<file path="config.mk">
export PLATFORM = sky130hd
export DESIGN_NAME = teredo_header_parser
export DESIGN_NICKNAME = d
export VERILOG_FILES = /design/src/hdl/thp_pkg.sv /design/src/hdl/thp_core.sv /design/src/hdl/teredo_header_parser.sv
export SDC_FILE = /design/constraint.sdc
export NUM_CORES = 1
export LEC_CHECK = 0
export BUFFER_PORTS_ARGS = -buffer_cell sky130_fd_sc_hd__buf_4
export CAP_MARGIN = 20
export CORE_UTILIZATION = 38
export CTS_BUF_LIST = sky130_fd_sc_hd__clkbuf_4
export DETAILED_ROUTE_END_ITERATION = 12
export GPL_ROUTABILITY_DRIVEN = 0
export PLACE_DENSITY = 0.55
export SLEW_MARGIN = 20
export SYNTH_ARGS = -nofsm -noshare
export SYNTH_HDL_FRONTEND = slang
export SYNTH_HIERARCHICAL = 1
export SYNTH_SLANG_ARGS = --single-unit
</file>
<file path="constraint.sdc">
create_clock -name i_clk -period 5.4 [get_ports i_clk]
set_input_delay 1.08 -clock i_clk [delete_from_list [all_inputs] [get_ports i_clk]]
set_output_delay 1.08 -clock i_clk [all_outputs]
set_load 0.005 [all_outputs]
</file>
<file path="src/hdl/thp_pkg.sv">
// Teredo header parser package: phase codes, status codes and result type.
// No dependencies; used by thp_core and teredo_header_parser.
package thp_pkg;

    localparam int CntW = 16;

    localparam logic [2:0] PH_TAG_HI = 3'd0;
    localparam logic [2:0] PH_TAG_LO = 3'd1;
    localparam logic [2:0] PH_ORIGIN = 3'd2;
    localparam logic [2:0] PH_AUTH   = 3'd3;
    localparam logic [2:0] PH_IPV6   = 3'd4;
    localparam logic [2:0] PH_HALT   = 3'd5;

    localparam logic [2:0] ST_OK           = 3'd0;
    localparam logic [2:0] ST_SHORT_TAG    = 3'd1;
    localparam logic [2:0] ST_SHORT_ORIGIN = 3'd2;
    localparam logic [2:0] ST_SHORT_AUTH   = 3'd3;
    localparam logic [2:0] ST_SHORT_IPV6   = 3'd4;
    localparam logic [2:0] ST_DUP_ORIGIN   = 3'd5;
    localparam logic [2:0] ST_AUTH_MISPL   = 3'd6;
    localparam logic [2:0] ST_BAD_TAG      = 3'd7;

    localparam logic [CntW-1:0] MinIpv6Len = 16'd40;
    localparam logic [3:0]      Ipv6Ver    = 4'h6;

    typedef struct packed {
        logic [2:0]      status;
        logic            has_origin;
        logic            has_auth;
        logic [CntW-1:0] inner_offset;
        logic [CntW-1:0] inner_length;
        logic [15:0]     origin_port;
        logic [31:0]     origin_addr;
        logic [7:0]      id_length;
        logic [7:0]      auth_length;
        logic [63:0]     auth_nonce;
        logic [7:0]      confirm_byte;
    } t_result;

endpackage

</file>
<file path="src/hdl/thp_core.sv">
// Teredo header parser core: per-byte parse state and end-of-packet result.
// Depends on thp_pkg.
module thp_core #(
    parameter int MAX_PACKET_BYTES = 65535
) (
    input  logic            i_clk,
    input  logic            i_rst_n,
    input  logic            i_step,
    input  logic [7:0]      i_data_byte,
    input  logic            i_last_byte,
    output logic            o_emit,
    output thp_pkg::t_result o_result
);
    import thp_pkg::*;

    localparam logic [CntW-1:0] MaxCnt = CntW'(MAX_PACKET_BYTES);

    logic [CntW-1:0] r_byte_count, n_byte_count;
    logic [2:0]      r_phase, n_phase;
    logic [CntW-1:0] r_section_start, n_section_start;
    logic [7:0]      r_first_tag, n_first_tag;
    logic [8:0]      r_section_len, n_section_len;
    logic            r_origin_seen, n_origin_seen;
    logic            r_auth_seen, n_auth_seen;
    logic [2:0]      r_error_code, n_error_code;
    logic [15:0]     r_port_hold, n_port_hold;
    logic [31:0]     r_addr_hold, n_addr_hold;
    logic [63:0]     r_nonce_hold, n_nonce_hold;
    logic [15:0]     r_len_hold, n_len_hold;
    logic [7:0]      r_confirm_hold, n_confirm_hold;
    logic [CntW-1:0] r_inner_start, n_inner_start;

    logic            take;
    logic [CntW-1:0] off;
    logic [CntW-1:0] rem;
    logic [CntW-1:0] auth_skip_end;
    logic [CntW-1:0] auth_nonce_end;

    assign take           = i_step && (r_byte_count < MaxCnt);
    assign off            = r_byte_count - r_section_start;
    assign auth_skip_end  = CntW'(r_section_len) + CntW'(4);
    assign auth_nonce_end = CntW'(r_section_len) + CntW'(12);

    always_comb begin
        n_byte_count    = r_byte_count;
        n_phase         = r_phase;
        n_section_start = r_section_start;
        n_first_tag     = r_first_tag;
        n_section_len   = r_section_len;
        n_origin_seen   = r_origin_seen;
        n_auth_seen     = r_auth_seen;
        n_error_code    = r_error_code;
        n_port_hold     = r_port_hold;
        n_addr_hold     = r_addr_hold;
        n_nonce_hold    = r_nonce_hold;
        n_len_hold      = r_len_hold;
        n_confirm_hold  = r_confirm_hold;
        n_inner_start   = r_inner_start;
        if (take) begin
            n_byte_count = r_byte_count + CntW'(1);
            case (r_phase)
                PH_TAG_HI: begin
                    n_section_start = r_byte_count;
                    n_first_tag     = i_data_byte;
                    n_phase         = PH_TAG_LO;
                end
                PH_TAG_LO: begin
                    if (r_first_tag == 8'h00 && i_data_byte == 8'h00) begin
                        if (r_origin_seen) begin
                            n_error_code = ST_DUP_ORIGIN;
                            n_phase      = PH_HALT;
                        end else begin
                            n_phase = PH_ORIGIN;
                        end
                    end else if (r_first_tag == 8'h00 && i_data_byte == 8'h01) begin
                        if (r_origin_seen || r_auth_seen) begin
                            n_error_code = ST_AUTH_MISPL;
                            n_phase      = PH_HALT;
                        end else begin
                            n_phase = PH_AUTH;
                        end
                    end else if (r_first_tag[7:4] == Ipv6Ver) begin
                        n_inner_start = r_section_start;
                        n_phase       = PH_IPV6;
                    end else begin
                        n_error_code = ST_BAD_TAG;
                        n_phase      = PH_HALT;
                    end
                end
                PH_ORIGIN: begin
                    if (off < CntW'(4)) begin
                        n_port_hold = {r_port_hold[7:0], i_data_byte};
                    end else begin
                        n_addr_hold = {r_addr_hold[23:0], i_data_byte};
                        if (off >= CntW'(7)) begin
                            n_origin_seen = 1'b1;
                            n_phase       = PH_TAG_HI;
                        end
                    end
                end
                PH_AUTH: begin
                    if (off == CntW'(2)) begin
                        n_len_hold = {i_data_byte, 8'h00};
                    end else if (off == CntW'(3)) begin
                        n_len_hold    = {r_len_hold[15:8], i_data_byte};
                        n_section_len = {1'b0, r_len_hold[15:8]} + {1'b0, i_data_byte};
                    end else if (off < auth_skip_end) begin
                        n_section_len = r_section_len;
                    end else if (off < auth_nonce_end) begin
                        n_nonce_hold = {r_nonce_hold[55:0], i_data_byte};
                    end else begin
                        n_confirm_hold = i_data_byte;
                        n_auth_seen    = 1'b1;
                        n_phase        = PH_TAG_HI;
                    end
                end
                default: begin
                    n_phase = r_phase;
                end
            endcase
        end
    end

    assign rem    = n_byte_count - n_inner_start;
    assign o_emit = i_step && i_last_byte;

    always_comb begin
        o_result = '0;
        case (n_phase)
            PH_TAG_HI, PH_TAG_LO: o_result.status = ST_SHORT_TAG;
            PH_ORIGIN:            o_result.status = ST_SHORT_ORIGIN;
            PH_AUTH:              o_result.status = ST_SHORT_AUTH;
            PH_IPV6: begin
                if (rem >= MinIpv6Len) begin
                    o_result.status       = ST_OK;
                    o_result.inner_offset = n_inner_start;
                    o_result.inner_length = rem;
                end else begin
                    o_result.status = ST_SHORT_IPV6;
                end
            end
            default:              o_result.status = n_error_code;
        endcase
        o_result.has_origin = n_origin_seen;
        o_result.has_auth   = n_auth_seen;
        if (n_origin_seen) begin
            o_result.origin_port = n_port_hold ^ 16'hFFFF;
            o_result.origin_addr = n_addr_hold ^ 32'hFFFF_FFFF;
        end
        if (n_auth_seen) begin
            o_result.id_length    = n_len_hold[15:8];
            o_result.auth_length  = n_len_hold[7:0];
            o_result.auth_nonce   = n_nonce_hold;
            o_result.confirm_byte = n_confirm_hold;
        end
    end

    always_ff @(posedge i_clk) begin
        if (!i_rst_n || o_emit) begin
            r_byte_count  <= '0;
            r_phase       <= PH_TAG_HI;
            r_origin_seen <= 1'b0;
            r_auth_seen   <= 1'b0;
            r_error_code  <= ST_OK;
        end else begin
            r_byte_count  <= n_byte_count;
            r_phase       <= n_phase;
            r_origin_seen <= n_origin_seen;
            r_auth_seen   <= n_auth_seen;
            r_error_code  <= n_error_code;
        end
    end

    always_ff @(posedge i_clk) begin
        r_section_start <= n_section_start;
        r_first_tag     <= n_first_tag;
        r_section_len   <= n_section_len;
        r_port_hold     <= n_port_hold;
        r_addr_hold     <= n_addr_hold;
        r_nonce_hold    <= n_nonce_hold;
        r_len_hold      <= n_len_hold;
        r_confirm_hold  <= n_confirm_hold;
        r_inner_start   <= n_inner_start;
    end

    a_count_bound: assert property (@(posedge i_clk) disable iff (!i_rst_n)
        r_byte_count <= MaxCnt)
        else $error("byte count beyond packet limit");

    a_clear_after_emit: assert property (@(posedge i_clk) disable iff (!i_rst_n)
        o_emit |=> (r_byte_count == '0 && r_phase == PH_TAG_HI && !r_origin_seen))
        else $error("parse state not cleared after packet end");

    a_halt_has_error: assert property (@(posedge i_clk) disable iff (!i_rst_n)
        r_phase == PH_HALT |-> r_error_code != ST_OK)
        else $error("halted without error code");

    a_auth_order: assert property (@(posedge i_clk) disable iff (!i_rst_n)
        $rose(r_auth_seen) |-> !r_origin_seen)
        else $error("authentication accepted after origin indication");

endmodule

</file>
<file path="src/hdl/teredo_header_parser.sv">
// Teredo header parser top level: input register, parse core, result register.
// Depends on thp_pkg and thp_core.
//
// Usage:
//   Input channel: one UDP payload byte per transaction on i_data_byte, with
//   i_last_byte high on the final byte of a packet (i_in_valid / o_in_ready).
//   Output channel: one result transaction per packet, carrying status,
//   presence flags, inner IPv6 offset and length, de-obfuscated origin port
//   and address, and the authentication header fields (o_out_valid /
//   i_out_ready).
//   Result path: the last byte is held in the input register, and its parse
//   update is written into the result register; a full result register can
//   hold that last byte in the input register.
//   Throughput: one byte per cycle while no packet end waits on the result
//   register, set by the single per-byte update of the parse state in thp_core.
//   Reset: parse state and both registers are emptied; no result is pending.
//   Stall: a waiting result is held in the result register; bytes keep
//   flowing until a packet end needs the result register, then the byte
//   in the input register waits and o_in_ready drops.
module teredo_header_parser #(
    parameter int MAX_PACKET_BYTES = 65535
) (
    input  logic        i_clk,
    input  logic        i_rst_n,
    input  logic        i_in_valid,
    output logic        o_in_ready,
    input  logic [7:0]  i_data_byte,
    input  logic        i_last_byte,
    output logic        o_out_valid,
    input  logic        i_out_ready,
    output logic [2:0]  o_status,
    output logic        o_has_origin,
    output logic        o_has_auth,
    output logic [15:0] o_inner_offset,
    output logic [15:0] o_inner_length,
    output logic [15:0] o_origin_port,
    output logic [31:0] o_origin_addr,
    output logic [7:0]  o_id_length,
    output logic [7:0]  o_auth_length,
    output logic [63:0] o_auth_nonce,
    output logic [7:0]  o_confirm_byte
);
    import thp_pkg::*;

    logic       r_in_valid;
    logic [7:0] r_in_byte;
    logic       r_in_last;
    logic       r_out_valid;
    t_result    r_result;

    logic       step;
    logic       step_ok;
    logic       emit;
    t_result    core_result;

    // step only when a possible result has room
    assign step_ok    = !r_in_last || !r_out_valid || i_out_ready;
    assign step       = r_in_valid && step_ok;
    assign o_in_ready = !r_in_valid || step_ok;

    thp_core #(
        .MAX_PACKET_BYTES(MAX_PACKET_BYTES)
    ) u_core (
        .i_clk       (i_clk),
        .i_rst_n     (i_rst_n),
        .i_step      (step),
        .i_data_byte (r_in_byte),
        .i_last_byte (r_in_last),
        .o_emit      (emit),
        .o_result    (core_result)
    );

    always_ff @(posedge i_clk) begin
        if (!i_rst_n) begin
            r_in_valid <= 1'b0;
        end else if (o_in_ready) begin
            r_in_valid <= i_in_valid;
        end
    end

    always_ff @(posedge i_clk) begin
        if (o_in_ready && i_in_valid) begin
            r_in_byte <= i_data_byte;
            r_in_last <= i_last_byte;
        end
    end

    always_ff @(posedge i_clk) begin
        if (!i_rst_n) begin
            r_out_valid <= 1'b0;
        end else if (emit) begin
            r_out_valid <= 1'b1;
        end else if (i_out_ready) begin
            r_out_valid <= 1'b0;
        end
    end

    always_ff @(posedge i_clk) begin
        if (emit) begin
            r_result <= core_result;
        end
    end

    assign o_out_valid    = r_out_valid;
    assign o_status       = r_result.status;
    assign o_has_origin   = r_result.has_origin;
    assign o_has_auth     = r_result.has_auth;
    assign o_inner_offset = r_result.inner_offset;
    assign o_inner_length = r_result.inner_length;
    assign o_origin_port  = r_result.origin_port;
    assign o_origin_addr  = r_result.origin_addr;
    assign o_id_length    = r_result.id_length;
    assign o_auth_length  = r_result.auth_length;
    assign o_auth_nonce   = r_result.auth_nonce;
    assign o_confirm_byte = r_result.confirm_byte;

endmodule

</file>
==> impl_metrics.toml <==
[clock_tree]
clock_latency_ps = 860
post_cts_buffers = 0
max-clock-path-buffers = 3
clk_pin_slew_ps = 70
cts_root_buf = "clkbuf_4"
post_cts_resized = 0
cts_hold_buf = 0
cts_max_level = 3
cts.sinks = 393
numCtsBuffers = 104
cts_tree = "yes"

[synthesis]
synthTopCellsByCount = "edfxtp_1, dfxtp_1, mux2_2, nor2_1, a21boi_0"
yosysMostFrequentCell = "edfxtp_1"
synth.distinct_cells = 70
async_flop_share_pct = 0
yosys.area.top_type_share_pct = 39.2
syn_inst = 1279
synth_area_um2 = 16500
synth_seq_area_share_pct = 60.8
syn_nets = 1350
synthFlopType = "edfxtp_1"
yosysTopAreaCell = "edfxtp_1"
ys_seq_elements = 393
yosysWarnings = 6
synth-edff-count = 215
avgSynthCellArea_um2 = 12.9
synthTopCellsByArea = "edfxtp_1, dfxtp_1, mux2_2"

[pwr]
internal_power_w = 0.00478
power.share.clock_pct = 43.1
p_switching_w = 0.00145
combPwrFrac_pct = 5.4
fin_total_pwr_w = 0.00623
leakage_nw = 8.56
p_per_area_nw_per_um2 = 306
sw_frac_of_total_pct = 23.2
seq_power_share_pct = 51.6
peakVddDrop_mv = 0.215

[setup_path]
startpoint_type = "flip-flop"
crit_type = "flip-flop to flip-flop"
slowest_stage = "dfxtp_1"
cpPeakStageDelay_ps = 470
path_max_fanout = 22
path_cells = "and4_1, and4_1, nand2_1, nand2_1, nor2_1, buf_4, xor2_1, ha_1, or3_1, or2_2, o221ai_1, o2bb2ai_1, o41ai_1, xnor2_1, and3_1, nand3_1, and4b_1, buf_12, and3_1"
crit_arrival_ps = 5580
end_kind = "flip-flop"
worstPathRequired_ps = 5930

[grt]
grt.total_usage_pct = 17.5
grt_pass1_wl_um = 59900
grt_max_degree = 73
antenna_found_initial = 1
grt_pass1_vias = 11200
grt_overflow = 0

[layout]
drive_gt1_share_pct = 35.1
stdcell_count = 2248
layout.nets = 1654
stdcell_area_um2 = 20400
area_growth_pct = 23.6
fillers = 3911
fin_util_pct = 48.0

[detailed_routing]
ant_nets = 0
vias = 10800
dr.pass1.iters = 5
wl_per_cell_um = 17.1
avgViaCountPerCell = 4.82
drtIter0Drc = 450
post-route-drc-count = 0
wl_um = 38400

[floorplanning]
core_um2 = 42400
die_x_um = 210
die-area_um2 = 44200
initial_core_util_pct = 38.9
die_h_um = 210
rows = 75
io_pins = 188

[place]
dpl.hpwl_um = 26200
placement.io_buffers = 187
placed_cell_area_um2 = 18900
dp.cells = 2053

[sta]
slew_headroom_pct = 36.1
post-route-min-period_ps = 5050
fin_crit_sh_pct = 93.6
hold_viol = 0
setup_viol = 0
slew_viol_final = 0
fmax_mhz = 198
worst_slew_pin_slew_ps = 956
skew_ps = 96.0
rsz0062_at_grt = "no"

[run]
cap_violations = 0

[run_status]
status = "completed"

[min_path]
hold_class = "input port to flip-flop"
power by group through the flow:
stage / logic [W] / registers (W) / clock network, W
2_1_floorplan: 0.000183 / 0.00327 / 0
3_3_place_gp: 0.000331 / 0.00328 / 0
3_5_place_dp: 0.000335 / 0.00328 / 0
4_1_cts: 0.000337 / 0.00321 / 0.00280
5_1_grt: 0.000371 / 0.00321 / 0.00295
6_report: 0.000333 / 0.00321 / 0.00268
logic make-up (layout without fill, tap and decap cells):
family | Yosys count | in the layout | synth area share, %
buffers and inverters | 110 | 501 | 2.90
AO/OA/AOI/OAI | 217 | 217 | 9.26
other | 0 | 1 | 0
adder cells (fa/ha/maj) | 58 | 58 | 4.54
AND/OR/NAND/NOR | 294 | 294 | 9.34
multiplexers | 154 | 154 | 10.4
XOR/XNOR | 53 | 53 | 2.82
flip-flops | 393 | 393 | 60.8
worst paths after layout:
check                             to               startpoint  slack [ps]  cells after the start
max                o_inner_length[2]   u_core/r_byte_count[4]         350                     19
min                     r_in_byte[3]           i_data_byte[3]         390                      1
max reg2reg        o_inner_length[2]   u_core/r_byte_count[4]         350                     19
min reg2reg  u_core/r_nonce_hold[18]  u_core/r_nonce_hold[10]         460                      1
cell usage in the layout (no fill, tap or decap), types with 3 or more instances in the layout:
master,netlist,layout
buf_4,8,245
xnor2_1,30,30
or3_1,6,5
fa_1,3,3
and4_1,5,5
nand3_1,17,17
a21o_1,6,6
inv_1,57,55
a31oi_1,4,4
dfxtp_1,178,178
nand4_1,6,6
o21bai_1,6,5
and2_1,24,24
mux2i_1,18,18
a21boi_1,8,8
mux2_2,135,135
ha_1,55,55
a211o_1,3,3
clkinv_1,0,13
a21oi_1,38,36
clkbuf_4,0,172
xor2_1,23,23
and3_1,15,15
a21boi_0,80,80
nor2b_1,30,30
o21ai_0,25,25
nor2_1,107,107
edfxtp_1,215,215
nand2b_1,13,13
nor3_1,10,10
o21a_1,13,13
nand3b_1,4,4
nor4_1,5,4
nand2_1,36,36
buf_12,0,5
o221ai_1,4,4
routing by layer:
layer  track usage [%]  vias up  share of wire [%]
li1                  -     5311                  -
met1              21.5     5239                 44
met2              29.2      224                 49
met3              5.24       52                5.3
met4              6.09        0                1.7
met5                 0        -                  0
worst max-delay path: cells and delay by family, from the launching register on:
kind | cells | cell delay, ps
AO/OA/AOI/OAI | 3 | 960
XOR/XNOR | 2 | 340
adder cells (fa/ha/maj) | 1 | 210
buffers and inverters | 2 | 310
flip-flops | 1 | 470
AND/OR/NAND/NOR | 11 | 2490
state kept, by name, summed over array words and instances (netlist names), 9 cells and up:
| register | flops |
|---|---|
| o_auth_nonce | 64 |
| o_inner_length | 16 |
| o_inner_offset | 16 |
| o_origin_addr | 32 |
| o_origin_port | 16 |
| u_core/r_addr_hold | 32 |
| u_core/r_byte_count | 16 |
| u_core/r_inner_start | 16 |
| u_core/r_len_hold | 16 |
| u_core/r_nonce_hold | 64 |
| u_core/r_port_hold | 16 |
| u_core/r_section_len | 9 |
| u_core/r_section_start | 16 |
layout make-up:
| type | count | area, um^2 | share of cell area, % |
|---|---|---|---|
| Inverter | 57 | 218 | 1.07 |
| Multi-Input combinational cell | 776 | 6030 | 29.6 |
| Clock buffer | 172 | 1290 | 6.34 |
| Clock inverter | 21 | 125 | 0.614 |
| Sequential cell | 393 | 10000 | 49.2 |
| Antenna cell | 1 | 2.50 | 0.0123 |
| Tap cell | 577 | 722 | 3.54 |
| Timing Repair Buffer | 251 | 1970 | 9.65 |
stage by stage:
stage                     hold slack, ps  setup WS, ps  TNS (ps)
after floorplan                      433          96.3         0
after global placement               450         -23.1      -326
after detailed placement             456          -177     -3460
after CTS                            289           357         0
after global routing                 302          36.5         0
final                                389           348         0
No activity file was read; power rests on OpenSTA's default activity.
